`src/rtl/priority_task_scheduler_top_defines.svh`:
```
// Assertion macros used by the task scheduler top level.
`ifndef PRIORITY_TASK_SCHEDULER_TOP_DEFINES_SVH
`define PRIORITY_TASK_SCHEDULER_TOP_DEFINES_SVH

// Check a condition at every clock edge out of reset.
`define PTS_ASSERT_ALWAYS(label, clk, rst_n, expr, msg) \
    label: assert property (@(posedge clk) disable iff (!rst_n) (expr)) else $error(msg);

// Check a consequence in the same cycle as its trigger.
`define PTS_ASSERT_IMPL(label, clk, rst_n, ante, cons, msg) \
    label: assert property (@(posedge clk) disable iff (!rst_n) (ante) |-> (cons)) \
        else $error(msg);

// Check a consequence in the cycle after its trigger.
`define PTS_ASSERT_NEXT(label, clk, rst_n, ante, cons, msg) \
    label: assert property (@(posedge clk) disable iff (!rst_n) (ante) |=> (cons)) \
        else $error(msg);

`endif

```
`src/rtl/pts_pkg.sv`:
```
// Shared constants, codes and types of the task scheduler.
`default_nettype none
package pts_pkg;

    localparam int NUM_NAMES = 16;
    localparam int MAX_TASKS = 8;

    localparam int NAME_W   = 4;
    localparam int IDX_W    = $clog2(NUM_NAMES);
    localparam int NEXT_W   = 5;
    localparam int DELAY_W  = 31;
    localparam int PERIOD_W = 10;
    localparam int ACT_W    = 4;
    localparam int KIND_W   = 2;
    localparam int ERR_W    = 3;
    localparam int STAT_W   = 3;

    localparam logic [NEXT_W-1:0] IDLE_TASK = NEXT_W'(NUM_NAMES);

    // actions
    localparam logic [ACT_W-1:0] ACT_TICK     = 4'd0;
    localparam logic [ACT_W-1:0] ACT_ADD      = 4'd1;
    localparam logic [ACT_W-1:0] ACT_DELETE   = 4'd2;
    localparam logic [ACT_W-1:0] ACT_DELAY    = 4'd3;
    localparam logic [ACT_W-1:0] ACT_RESUME   = 4'd4;
    localparam logic [ACT_W-1:0] ACT_FREEZE   = 4'd5;
    localparam logic [ACT_W-1:0] ACT_STATUS   = 4'd6;
    localparam logic [ACT_W-1:0] ACT_SCHEDULE = 4'd7;
    localparam logic [ACT_W-1:0] ACT_ALL_DONE = 4'd8;

    // wait kinds
    localparam logic [KIND_W-1:0] WK_READY  = 2'd0;
    localparam logic [KIND_W-1:0] WK_NAP    = 2'd1;
    localparam logic [KIND_W-1:0] WK_FROZEN = 2'd2;
    localparam logic [KIND_W-1:0] WK_TIMED  = 2'd3;

    // task status
    localparam logic [STAT_W-1:0] ST_DELETED   = 3'd0;
    localparam logic [STAT_W-1:0] ST_FROZEN    = 3'd1;
    localparam logic [STAT_W-1:0] ST_NAPPING   = 3'd2;
    localparam logic [STAT_W-1:0] ST_READY     = 3'd3;
    localparam logic [STAT_W-1:0] ST_SUSPENDED = 3'd4;
    localparam logic [STAT_W-1:0] ST_RUNNING   = 3'd5;

    // error codes
    localparam logic [ERR_W-1:0] ERR_OK        = 3'd0;
    localparam logic [ERR_W-1:0] ERR_EXISTS    = 3'd1;
    localparam logic [ERR_W-1:0] ERR_ILLEGAL   = 3'd2;
    localparam logic [ERR_W-1:0] ERR_FULL      = 3'd3;
    localparam logic [ERR_W-1:0] ERR_NOT_FOUND = 3'd4;

    typedef struct packed {
        logic              present;
        logic [STAT_W-1:0] status;
        logic [DELAY_W-1:0] delay;
    } t_entry;

    typedef struct packed {
        logic             en;
        logic [IDX_W-1:0] addr;
        t_entry           data;
    } t_tbl_wr;

endpackage
`default_nettype wire

```
`src/rtl/priority_task_scheduler_top.sv`:
```
// Top level of the task scheduler: command sequencer, table and divider.
//
// Hardware task manager for a cooperative kernel. Each command word carries
// an action, a task name (also its priority, lower is more urgent), a wait
// kind and a wait length in ms; every command returns exactly one response
// word with an error code, the task status (status command only), the running
// task (or the chosen task after schedule; 16 is the idle task) and the
// all-done flag. One command is worked on at a time and the input is not
// ready meanwhile. The task table is read and written at one shared address,
// so every sweep over it visits one entry at a time: tick and all done sweep
// every name, schedule stops at the first ready task (lowest name first) and,
// when none is ready, falls back to the idle task and sweeps again to wake
// the nappers. Add and delay with a timed wait run the ms-to-tick ceiling
// divide through a bit-serial divider, 31 quotient bits at one a cycle. A
// response waits in an output register, so the next command may be taken
// while the previous response is still held. The user must write the tick
// period register only while no command is in flight; the block itself does
// not enforce this. A period of zero counts as 1 ms.
`default_nettype none
`include "priority_task_scheduler_top_defines.svh"
module priority_task_scheduler_top #(
    parameter int MAX_TASKS = pts_pkg::MAX_TASKS
) (
    input  wire logic        i_clk,
    input  wire logic        i_rst_n,
    // tick period register
    input  wire logic        i_cfg_wr_en,
    input  wire logic [9:0]  i_cfg_wr_data,   // tick_period_ms
    // command words
    input  wire logic        i_s_tvalid,
    output logic             o_s_tready,
    input  wire logic [39:0] i_s_tdata,       // [3:0] task_name, [34:4] wait_ms
    input  wire logic [5:0]  i_s_tuser,       // [3:0] action, [5:4] wait_kind
    // response words
    output logic             o_m_tvalid,
    input  wire logic        i_m_tready,
    output logic [15:0]      o_m_tdata        // [2:0] error_code, [5:3] task_status,
                                              // [10:6] next_task, [11] all_done
);

    localparam int FREE_W  = $clog2(MAX_TASKS + 1);
    localparam int STATE_W = 4;
    localparam int IDX_W   = pts_pkg::IDX_W;
    localparam int NEXT_W  = pts_pkg::NEXT_W;

    localparam logic [STATE_W-1:0] S_IDLE   = 4'd0;
    localparam logic [STATE_W-1:0] S_LOOKUP = 4'd1;
    localparam logic [STATE_W-1:0] S_DIV    = 4'd2;
    localparam logic [STATE_W-1:0] S_TICK   = 4'd3;
    localparam logic [STATE_W-1:0] S_FIND   = 4'd4;
    localparam logic [STATE_W-1:0] S_WAKE   = 4'd5;
    localparam logic [STATE_W-1:0] S_SCAN   = 4'd6;
    localparam logic [STATE_W-1:0] S_RESP   = 4'd7;

    localparam logic [IDX_W-1:0] LAST_IDX = IDX_W'(pts_pkg::NUM_NAMES - 1);

    // control registers
    logic [STATE_W-1:0]             r_state,   n_state;
    logic [IDX_W-1:0]               r_idx,     n_idx;
    logic [NEXT_W-1:0]              r_running, n_running;
    logic [FREE_W-1:0]              r_free,    n_free;
    logic [pts_pkg::ERR_W-1:0]      r_err,     n_err;
    logic [pts_pkg::STAT_W-1:0]     r_status,  n_status;
    logic                           r_done,    n_done;
    logic                           r_out_valid;
    logic [pts_pkg::PERIOD_W-1:0]   r_period;

    // command payload, held for the whole command
    logic [pts_pkg::ACT_W-1:0]      r_act;
    logic [pts_pkg::NAME_W-1:0]     r_name;
    logic [pts_pkg::KIND_W-1:0]     r_kind;
    logic [pts_pkg::DELAY_W-1:0]    r_ms;
    logic [15:0]                    r_out_data;

    logic                           w_in_acc;
    logic                           w_out_load;
    logic [IDX_W-1:0]               w_addr;
    pts_pkg::t_entry                w_rd;
    pts_pkg::t_tbl_wr               w_wr;
    logic [pts_pkg::NUM_NAMES-1:0]  w_present;
    logic                           w_name_ok;
    logic                           w_run_ok;
    logic                           w_need_div;
    logic [pts_pkg::STAT_W-1:0]     w_wait_status;
    logic [pts_pkg::PERIOD_W-1:0]   w_per;
    logic                           w_div_start;
    logic                           w_div_done;
    logic [pts_pkg::DELAY_W-1:0]    w_div_quot;
    logic [pts_pkg::DELAY_W-1:0]    w_dec;
    logic                           w_slots_ok;

    assign o_s_tready = (r_state == S_IDLE);
    assign w_in_acc   = i_s_tvalid && o_s_tready;

    // table address: sweep index while scanning, else the running task for
    // delay and schedule, else the named task
    always_comb begin
        if (r_state == S_TICK || r_state == S_FIND || r_state == S_WAKE ||
            r_state == S_SCAN) begin
            w_addr = r_idx;
        end else if (r_act == pts_pkg::ACT_DELAY || r_act == pts_pkg::ACT_SCHEDULE) begin
            w_addr = r_running[IDX_W-1:0];
        end else begin
            w_addr = IDX_W'(r_name);
        end
    end

    assign w_name_ok = {1'b0, r_name} < NEXT_W'(pts_pkg::NUM_NAMES);
    assign w_run_ok  = r_running < NEXT_W'(pts_pkg::NUM_NAMES);
    assign w_per     = (r_period == '0) ? pts_pkg::PERIOD_W'(1) : r_period;
    assign w_dec     = w_rd.delay - pts_pkg::DELAY_W'(1);

    // wait request decode; a timed wait of zero ms means ready now
    assign w_need_div = (r_kind == pts_pkg::WK_TIMED) && (r_ms != '0);
    always_comb begin
        case (r_kind)
            pts_pkg::WK_READY:  w_wait_status = pts_pkg::ST_READY;
            pts_pkg::WK_NAP:    w_wait_status = pts_pkg::ST_NAPPING;
            pts_pkg::WK_FROZEN: w_wait_status = pts_pkg::ST_FROZEN;
            default:            w_wait_status = pts_pkg::ST_READY;
        endcase
    end

    assign w_out_load = (r_state == S_RESP) && (!r_out_valid || i_m_tready);

    // command sequencer
    always_comb begin
        n_state     = r_state;
        n_idx       = r_idx;
        n_running   = r_running;
        n_free      = r_free;
        n_err       = r_err;
        n_status    = r_status;
        n_done      = r_done;
        w_div_start = 1'b0;
        w_wr.en     = 1'b0;
        w_wr.addr   = w_addr;
        w_wr.data   = '{present: 1'b1, status: w_wait_status, delay: '0};

        case (r_state)
            S_IDLE: begin
                if (w_in_acc) begin
                    n_err    = pts_pkg::ERR_OK;
                    n_status = pts_pkg::ST_DELETED;
                    n_done   = 1'b0;
                    n_idx    = '0;
                    case (i_s_tuser[3:0])
                        pts_pkg::ACT_TICK: n_state = S_TICK;
                        pts_pkg::ACT_ALL_DONE: begin
                            n_done  = 1'b1;
                            n_state = S_SCAN;
                        end
                        pts_pkg::ACT_ADD, pts_pkg::ACT_DELETE, pts_pkg::ACT_DELAY,
                        pts_pkg::ACT_RESUME, pts_pkg::ACT_FREEZE, pts_pkg::ACT_STATUS,
                        pts_pkg::ACT_SCHEDULE: n_state = S_LOOKUP;
                        default: begin
                            n_err   = pts_pkg::ERR_ILLEGAL;
                            n_state = S_RESP;
                        end
                    endcase
                end
            end

            S_LOOKUP: begin
                n_state = S_RESP;
                case (r_act)
                    pts_pkg::ACT_ADD: begin
                        if (!w_name_ok) begin
                            n_err = pts_pkg::ERR_ILLEGAL;
                        end else if (w_rd.present) begin
                            n_err = pts_pkg::ERR_EXISTS;
                        end else if (r_free == '0) begin
                            n_err = pts_pkg::ERR_FULL;
                        end else if (w_need_div) begin
                            w_div_start = 1'b1;
                            n_state     = S_DIV;
                        end else begin
                            w_wr.en = 1'b1;
                            n_free  = r_free - FREE_W'(1);
                        end
                    end
                    pts_pkg::ACT_DELETE: begin
                        if (!w_name_ok || !w_rd.present) begin
                            n_err = pts_pkg::ERR_NOT_FOUND;
                        end else begin
                            w_wr.en   = 1'b1;
                            w_wr.data = '{present: 1'b0, status: pts_pkg::ST_DELETED,
                                          delay: '0};
                            if (r_free < FREE_W'(MAX_TASKS)) begin
                                n_free = r_free + FREE_W'(1);
                            end
                        end
                    end
                    pts_pkg::ACT_DELAY: begin
                        if (!w_run_ok || !w_rd.present) begin
                            n_err = pts_pkg::ERR_ILLEGAL;
                        end else if (w_need_div) begin
                            w_div_start = 1'b1;
                            n_state     = S_DIV;
                        end else begin
                            w_wr.en = 1'b1;
                        end
                    end
                    pts_pkg::ACT_RESUME, pts_pkg::ACT_FREEZE: begin
                        if (!w_name_ok) begin
                            n_err = pts_pkg::ERR_ILLEGAL;
                        end else if (!w_rd.present) begin
                            n_err = pts_pkg::ERR_NOT_FOUND;
                        end else begin
                            w_wr.en          = 1'b1;
                            w_wr.data.status = (r_act == pts_pkg::ACT_RESUME) ?
                                               pts_pkg::ST_READY : pts_pkg::ST_FROZEN;
                        end
                    end
                    pts_pkg::ACT_STATUS: begin
                        if (!w_name_ok) begin
                            n_err = pts_pkg::ERR_ILLEGAL;
                        end else if (!w_rd.present) begin
                            n_err = pts_pkg::ERR_NOT_FOUND;
                        end else begin
                            n_status = w_rd.status;
                        end
                    end
                    pts_pkg::ACT_SCHEDULE: begin
                        // nap the running task before the search
                        if (w_run_ok && w_rd.present &&
                            w_rd.status == pts_pkg::ST_RUNNING) begin
                            w_wr.en          = 1'b1;
                            w_wr.data.status = pts_pkg::ST_NAPPING;
                        end
                        n_idx   = '0;
                        n_state = S_FIND;
                    end
                    default: n_err = pts_pkg::ERR_ILLEGAL;
                endcase
            end

            S_DIV: begin
                if (w_div_done) begin
                    w_wr.en   = 1'b1;
                    w_wr.data = '{present: 1'b1, status: pts_pkg::ST_SUSPENDED,
                                  delay: w_div_quot};
                    if (r_act == pts_pkg::ACT_ADD) begin
                        n_free = r_free - FREE_W'(1);
                    end
                    n_state = S_RESP;
                end
            end

            S_TICK: begin
                if (w_rd.present && w_rd.delay != '0) begin
                    w_wr.en   = 1'b1;
                    w_wr.data = '{present: 1'b1,
                                  status: (w_dec == '0) ? pts_pkg::ST_READY : w_rd.status,
                                  delay: w_dec};
                end
                n_idx = r_idx + IDX_W'(1);
                if (r_idx == LAST_IDX) begin
                    n_state = S_RESP;
                end
            end

            S_FIND: begin
                n_idx = r_idx + IDX_W'(1);
                if (w_rd.present && w_rd.status == pts_pkg::ST_READY) begin
                    w_wr.en   = 1'b1;
                    w_wr.data = '{present: 1'b1, status: pts_pkg::ST_RUNNING,
                                  delay: w_rd.delay};
                    n_running = NEXT_W'(r_idx);
                    n_state   = S_RESP;
                end else if (r_idx == LAST_IDX) begin
                    // nothing ready: fall back to idle and wake the nappers
                    n_running = pts_pkg::IDLE_TASK;
                    n_idx     = '0;
                    n_state   = S_WAKE;
                end
            end

            S_WAKE: begin
                if (w_rd.present && w_rd.status == pts_pkg::ST_NAPPING) begin
                    w_wr.en   = 1'b1;
                    w_wr.data = '{present: 1'b1, status: pts_pkg::ST_READY,
                                  delay: w_rd.delay};
                end
                n_idx = r_idx + IDX_W'(1);
                if (r_idx == LAST_IDX) begin
                    n_state = S_RESP;
                end
            end

            S_SCAN: begin
                if (w_rd.present && w_rd.status > pts_pkg::ST_FROZEN) begin
                    n_done = 1'b0;
                end
                n_idx = r_idx + IDX_W'(1);
                if (r_idx == LAST_IDX) begin
                    n_state = S_RESP;
                end
            end

            S_RESP: begin
                // hold until the output register is free
                if (w_out_load) begin
                    n_state = S_IDLE;
                end
            end

            default: n_state = S_IDLE;
        endcase
    end

    always_ff @(posedge i_clk) begin
        if (!i_rst_n) begin
            r_state     <= S_IDLE;
            r_idx       <= '0;
            r_running   <= pts_pkg::IDLE_TASK;
            r_free      <= FREE_W'(MAX_TASKS);
            r_err       <= pts_pkg::ERR_OK;
            r_status    <= pts_pkg::ST_DELETED;
            r_done      <= 1'b0;
            r_out_valid <= 1'b0;
            r_period    <= pts_pkg::PERIOD_W'(1);
        end else begin
            r_state   <= n_state;
            r_idx     <= n_idx;
            r_running <= n_running;
            r_free    <= n_free;
            r_err     <= n_err;
            r_status  <= n_status;
            r_done    <= n_done;
            if (w_out_load) begin
                r_out_valid <= 1'b1;
            end else if (i_m_tready) begin
                r_out_valid <= 1'b0;
            end
            if (i_cfg_wr_en) begin
                r_period <= i_cfg_wr_data;
            end
        end
    end

    // payload registers
    always_ff @(posedge i_clk) begin
        if (w_in_acc) begin
            r_act  <= i_s_tuser[3:0];
            r_kind <= i_s_tuser[5:4];
            r_name <= i_s_tdata[3:0];
            r_ms   <= i_s_tdata[34:4];
        end
        if (w_out_load) begin
            r_out_data <= {4'b0000, r_done, r_running, r_status, r_err};
        end
    end

    assign o_m_tvalid = r_out_valid;
    assign o_m_tdata  = r_out_data;

    pts_table u_table (
        .i_clk     (i_clk),
        .i_rst_n   (i_rst_n),
        .i_rd_addr (w_addr),
        .i_wr      (w_wr),
        .o_rd      (w_rd),
        .o_present (w_present)
    );

    pts_div u_div (
        .i_clk      (i_clk),
        .i_rst_n    (i_rst_n),
        .i_start    (w_div_start),
        .i_dividend (r_ms),
        .i_divisor  (w_per),
        .o_done     (w_div_done),
        .o_quot     (w_div_quot)
    );

    assign w_slots_ok = ($countones(w_present) + 32'(r_free)) == MAX_TASKS;

    // every slot is either held by a present task or free
    `PTS_ASSERT_ALWAYS(a_slot_count, i_clk, i_rst_n, w_slots_ok, "tasks and free slots disagree")
    // a word taken closes the input until its response is queued
    `PTS_ASSERT_NEXT(a_busy_after_accept, i_clk, i_rst_n, w_in_acc, !o_s_tready, "ready too soon")
    // the divider only finishes while the sequencer waits for it
    `PTS_ASSERT_IMPL(a_div_owner, i_clk, i_rst_n, w_div_done, r_state == S_DIV, "stray divide")
    // the running task is a real name or the idle task
    `PTS_ASSERT_ALWAYS(a_running_range, i_clk, i_rst_n, r_running <= pts_pkg::IDLE_TASK, "bad running task")

endmodule
`default_nettype wire

```
`src/rtl/pts_div.sv`:
```
// Bit-serial ceiling divider: one quotient bit per cycle.
`default_nettype none
module pts_div (
    input  wire logic                         i_clk,
    input  wire logic                         i_rst_n,
    input  wire logic                         i_start,
    input  wire logic [pts_pkg::DELAY_W-1:0]  i_dividend,
    input  wire logic [pts_pkg::PERIOD_W-1:0] i_divisor,
    output logic                              o_done,
    output logic [pts_pkg::DELAY_W-1:0]       o_quot
);

    localparam int CNT_W = $clog2(pts_pkg::DELAY_W);

    logic                         r_busy;
    logic                         r_done;
    logic [CNT_W-1:0]             r_cnt;
    logic [pts_pkg::PERIOD_W-1:0] r_rem;
    logic [pts_pkg::PERIOD_W-1:0] r_div;
    logic [pts_pkg::DELAY_W-1:0]  r_quo;

    logic [pts_pkg::PERIOD_W:0]   w_trial;
    logic [pts_pkg::PERIOD_W:0]   w_diff;
    logic                         w_ge;

    // shift the next dividend bit into the partial remainder
    assign w_trial = {r_rem, r_quo[pts_pkg::DELAY_W-1]};
    assign w_ge    = w_trial >= {1'b0, r_div};
    assign w_diff  = w_trial - {1'b0, r_div};

    always_ff @(posedge i_clk) begin
        if (!i_rst_n) begin
            r_busy <= 1'b0;
            r_done <= 1'b0;
            r_cnt  <= '0;
        end else begin
            r_done <= 1'b0;
            if (i_start) begin
                r_busy <= 1'b1;
                r_cnt  <= '0;
            end else if (r_busy) begin
                r_cnt <= r_cnt + CNT_W'(1);
                if (r_cnt == CNT_W'(pts_pkg::DELAY_W - 1)) begin
                    r_busy <= 1'b0;
                    r_done <= 1'b1;
                end
            end
        end
    end

    always_ff @(posedge i_clk) begin
        if (i_start) begin
            r_rem <= '0;
            r_div <= i_divisor;
            r_quo <= i_dividend;
        end else if (r_busy) begin
            r_rem <= w_ge ? w_diff[pts_pkg::PERIOD_W-1:0] : w_trial[pts_pkg::PERIOD_W-1:0];
            r_quo <= {r_quo[pts_pkg::DELAY_W-2:0], w_ge};
        end
    end

    // round up when anything is left over
    assign o_done = r_done;
    assign o_quot = r_quo + pts_pkg::DELAY_W'(r_rem != '0);

endmodule
`default_nettype wire

```
`src/rtl/pts_table.sv`:
```
// Task table: one entry per name, one read and one write address a cycle.
`default_nettype none
module pts_table (
    input  wire logic                       i_clk,
    input  wire logic                       i_rst_n,
    input  wire logic [pts_pkg::IDX_W-1:0]  i_rd_addr,
    input  wire pts_pkg::t_tbl_wr           i_wr,
    output pts_pkg::t_entry                 o_rd,
    output logic [pts_pkg::NUM_NAMES-1:0]   o_present
);

    pts_pkg::t_entry r_entry [pts_pkg::NUM_NAMES];

    always_ff @(posedge i_clk) begin
        if (!i_rst_n) begin
            for (int i = 0; i < pts_pkg::NUM_NAMES; i++) begin
                r_entry[i] <= '{present: 1'b0, status: pts_pkg::ST_DELETED, delay: '0};
            end
        end else if (i_wr.en) begin
            r_entry[i_wr.addr] <= i_wr.data;
        end
    end

    assign o_rd = r_entry[i_rd_addr];

    always_comb begin
        for (int i = 0; i < pts_pkg::NUM_NAMES; i++) begin
            o_present[i] = r_entry[i].present;
        end
    end

endmodule
`default_nettype wire
```
`config.mk`:
```
export PLATFORM = sky130hd
export DESIGN_NAME = priority_task_scheduler_top
export DESIGN_NICKNAME = d
export VERILOG_FILES = /design/src/rtl/pts_pkg.sv /design/src/rtl/priority_task_scheduler_top.sv /design/src/rtl/pts_div.sv /design/src/rtl/pts_table.sv
export VERILOG_INCLUDE_DIRS = /design/src /design/src/rtl
export SDC_FILE = /design/constraint.sdc
export NUM_CORES = 1
export LEC_CHECK = 0
export BUFFER_PORTS_ARGS = -buffer_cell sky130_fd_sc_hd__buf_4
export CAP_MARGIN = 40
export CORE_UTILIZATION = 25
export CTS_CLUSTER_SIZE = 28
export DETAILED_ROUTE_END_ITERATION = 8
export PLACE_DENSITY = 0.49
export SYNTH_ARGS = -nofsm -noshare
export SYNTH_HDL_FRONTEND = slang
export SYNTH_SLANG_ARGS = --single-unit
```
`constraint.sdc`:
```
create_clock -name i_clk -period 7.6 [get_ports i_clk]
set_input_delay 0.76 -clock i_clk [delete_from_list [all_inputs] [get_ports i_clk]]
set_output_delay 0.76 -clock i_clk [all_outputs]
set_load 0.02 [all_outputs]
```
==> qor.tcl <==
set qor(synth_xor_area_share_pct) 1.132
set qor(placementRows) 138
set qor(insertion_delay_ns) 0.66
set qor(combinational_family_with_the_most_area_after_synthesis) {simple AND/OR/NAND/NOR gates}
set qor(critPathArrivalTime_ns) 7.12
set qor(timing.final.ws_setup_ns) 0.8475
set qor(clock_skew_ns) 0.02348
set qor(cts_hold_buf) 0
set qor(track_usage_pct) 17.14
set qor(port_buffers) 69
set qor(final-setup-viol-count) 0
set qor(clk_pin_slew_worst_paths_ns) 0.06
set qor(floorplan.io_pins) 79
set qor(crit_required_ns) 7.97
set qor(ys_types) 105
set qor(syn_warnings) 0
set qor(synth_mux_area_share_pct) 7.021
set qor(die_area_mm2) 0.1439
set qor(period_needed_ns) 6.752
set qor(tightestPinTransition_ns) 0.9673
set qor(async_flop_share_pct) 0
set qor(cts_tree) {built}
set qor(largest_fanout_on_the_critical_path) 35
set qor(area.sequential_mm2) 0.02067
set qor(synth_simple_gate_area_share_pct) 16.11
set qor(multi_input_comb_area_mm2) 0.01357
set qor(netlist_instances) 3123
set qor(drtAntennaViolNets) 0
set qor(grt_max_degree) 73
set qor(floorplan.die.height_um) 379.3
set qor(dominantRegCellSynth) {sky130_fd_sc_hd__edfxtp_1}
set qor(syn_to_final_growth_pct) 16.21
set qor(maximum_level_of_the_cts_h_tree) 3
set qor(synth_area_per_cell_um2) 11.40
set qor(detailedPlace.worstSlack_ns) 1.034
set qor(portion_of_the_clock_cycle_consumed_by_the_worst_path_in_the_final_layout_pct) 88.85
set qor(cts-root-to-sink-buffers) 3
set qor(final.hold.worst_slack_ns) 0.2767
set qor(layout.core_utilization_pct) 29.25
set qor(root_buffer) {sky130_fd_sc_hd__clkbuf_16}
set qor(filler_cell_count) 14480
set qor(cts_buffers) 82
set qor(floorplan.core_area_mm2) 0.1414
set qor(cts.sinks) 705
set qor(avgRoutedWirePerCell_um) 24.53
set qor(slew_violations) 0
set qor(gp_congestion) 0.8644
set qor(initial_utilization_pct) 25.17
set qor(detail_route.vias_per_cell) 5.232
set qor(final_nets) 3244
set qor(first_pass_grt_wire_length_um) 181800
set qor(min_path_type) {input pin to flip-flop}
set qor(rsz_0062_raised_after_global_routing) {false}
set qor(drtIter0Drc) 2870
set qor(outcome) {complete, no violations}
set qor(synth-seq-area-share_pct) 58.05
set qor(type_of_the_setup_path_with_the_least_slack) {flip-flop to flip-flop}
set qor(synth_compound_gate_area_share_pct) 12.67
set qor(num_vias) 26786
set qor(netlist_area_mm2) 0.03559
set qor(grt_pass1_vias) 25574
set qor(floorplan.die.width_um) 379.3
set qor(grt_antenna_before_repair) 1
set qor(wirelength_um) 125600
set qor(synthAdderAreaFrac_pct) 0.7594
set qor(p_per_area_mw_per_mm2) 343.8
set qor(synth_edf_count) 654
set qor(worst_ir_drop_vdd_uv) 267.5
set qor(max_cap_viol_count) 0
set qor(drtPass1Iterations) 8
set qor(final.setup.tns_ns) 0
set qor(synth-seq-cells) 705
set qor(drive_above_1_share_pct) 16.60
set qor(post_cts_buffers) 0
set qor(timing.critical_path.to_type) {flip-flop}
set qor(worst_setup_path_start_kind) {flip-flop}
set qor(grt-ovfl-total) 0
set qor(finalHoldViolations) 0
set qor(dp_hpwl_um) 79780
set qor(worst_slew_margin_rel_pct) 35.28
set qor(cts_resized) 0
set qor(maxClockFrequency_ghz) 0.1481
set qor(drcViolationCount) 0
set qor(p_leak_uw) 0.01360
==> synthesized netlist by cell type (26+ instances only) <==
cell                         n  area share, %
sky130_fd_sc_hd__a211oi_1   45           0.95
sky130_fd_sc_hd__a21oi_1    67           0.94
sky130_fd_sc_hd__and3_1     72            1.3
sky130_fd_sc_hd__buf_2     103            1.4
sky130_fd_sc_hd__buf_4      26           0.55
sky130_fd_sc_hd__clkbuf_1  120            1.3
sky130_fd_sc_hd__dfxtp_1    51            2.9
sky130_fd_sc_hd__edfxtp_1  654             55
sky130_fd_sc_hd__inv_1      49           0.52
sky130_fd_sc_hd__mux2_2     36            1.1
sky130_fd_sc_hd__mux2i_1    51            1.4
sky130_fd_sc_hd__mux4_2     69            4.4
sky130_fd_sc_hd__nand2_1   166            1.8
sky130_fd_sc_hd__nand3_1    79            1.1
sky130_fd_sc_hd__nand4_1    32           0.56
sky130_fd_sc_hd__nor2_1    680            7.2
sky130_fd_sc_hd__nor2b_1    48           0.84
sky130_fd_sc_hd__nor3_1     55           0.77
sky130_fd_sc_hd__o21ai_0   137            1.9
sky130_fd_sc_hd__o22ai_1    72            1.3
sky130_fd_sc_hd__o32ai_1    26           0.64
sky130_fd_sc_hd__xnor2_1    27           0.66
==> stage by stage <==
| stage | instance area (um2) | total power [uW] | cells |
|---|---|---|---|
| floorplan | 35600 | 8167 | 3126 |
| global placement | 38570 | 10170 | 4957 |
| detailed placement | 38720 | 10230 | 4967 |
| CTS | 41350 | 14190 | 5118 |
| global route | 41360 | 14770 | 5119 |
| finish | 41360 | 14220 | 5120 |
==> flip-flops by register name, summed over array words and instances (netlist names), 5 cells and up <==
signal	flops
o_m_tdata	12
r_ms	31
r_period	10
r_running	5
u_div.r_cnt	5
u_div.r_div	10
u_div.r_quo	31
u_div.r_rem	10
u_table.r_entry	560
==> layout by cell type, fill, tap and decap left out, drive strengths merged, types with 15 or more instances in the layout <==
cell type,Yosys,routed
o221ai,20,20
dfxtp,51,51
nor2b,48,48
o211ai,24,24
o21ai,146,146
and2,15,15
inv,49,56
mux2,37,37
a31oi,16,16
a21oi,73,73
a211o,16,16
edfxtp,654,654
xnor2,27,27
nor2,683,683
ha,20,20
nand4,32,32
and3,72,72
nand3,81,81
a211oi,49,49
clkinv,0,31
nor3,61,61
nor4,21,21
nand2b,18,18
mux2i,52,52
nand2,168,168
mux4,69,69
o32ai,26,26
xor2,19,19
clkbuf,120,104
a22oi,21,21
o22ai,72,72
buf,146,217
a32oi,21,21
==> kinds of logic after synthesis <==
family,after synthesis
other,1
flip-flops,705
AND/OR/NAND/NOR,1251
AO/OA/AOI/OAI,626
buffers and inverters,315
multiplexers,158
adder cells (fa/ha/maj),21
XOR/XNOR,46
==> final timing paths <==
kind | startpoint | endpoint | slack [ns] | cells after the start
min reg2reg | r_err[2] | o_m_tdata[2] | 0.43 | 0
min | i_s_tdata[18] | r_ms[14] | 0.28 | 1
max | r_act[1] | u_table.r_entry[12][20] | 0.85 | 15
max reg2reg | r_act[1] | u_table.r_entry[12][20] | 0.85 | 15
==> layer usage <==
metal	vias up	share of wire, %	global-route usage [%]
li1	11813	-	-
met1	13697	44	23.55
met2	1076	47	27.62
met3	198	6.7	2.735
met4	2	2.8	5.067
met5	-	0.014	0
==> critical path: stages, from the launching register on <==
cell                       delay (ns)
sky130_fd_sc_hd__edfxtp_1        0.68
sky130_fd_sc_hd__and3b_1         0.57
sky130_fd_sc_hd__o2111a_2        0.80
sky130_fd_sc_hd__nor2_4          0.34
sky130_fd_sc_hd__buf_12          0.28
sky130_fd_sc_hd__nor2_1          0.37
sky130_fd_sc_hd__a32oi_1         0.24
sky130_fd_sc_hd__and4b_1         0.43
sky130_fd_sc_hd__nor4_4          0.29
sky130_fd_sc_hd__nand3_2         0.38
sky130_fd_sc_hd__o31ai_4         0.39
sky130_fd_sc_hd__o211ai_1        0.32
sky130_fd_sc_hd__and3_1          0.42
sky130_fd_sc_hd__nand3_2         0.14
sky130_fd_sc_hd__buf_4           0.60
sky130_fd_sc_hd__nor2_1          0.11
==> layout make-up <==
class,count,area share [%]
Clock buffer,103,5.252
Antenna cell,1,0.006051
Inverter,49,0.4447
Timing Repair Buffer,218,4.686
Sequential cell,705,49.97
Tap cell,1890,5.718
Clock inverter,48,1.122
Multi-Input combinational cell,2106,32.80
==> power breakdown <==
| part | switching, uW | internal [uW] |
|---|---|---|
| Sequential | 151 | 4470 |
| Combinational | 3870 | 1770 |
| Clock | 1650 | 2300 |
Note: power is estimated with default switching activity, not from simulation.
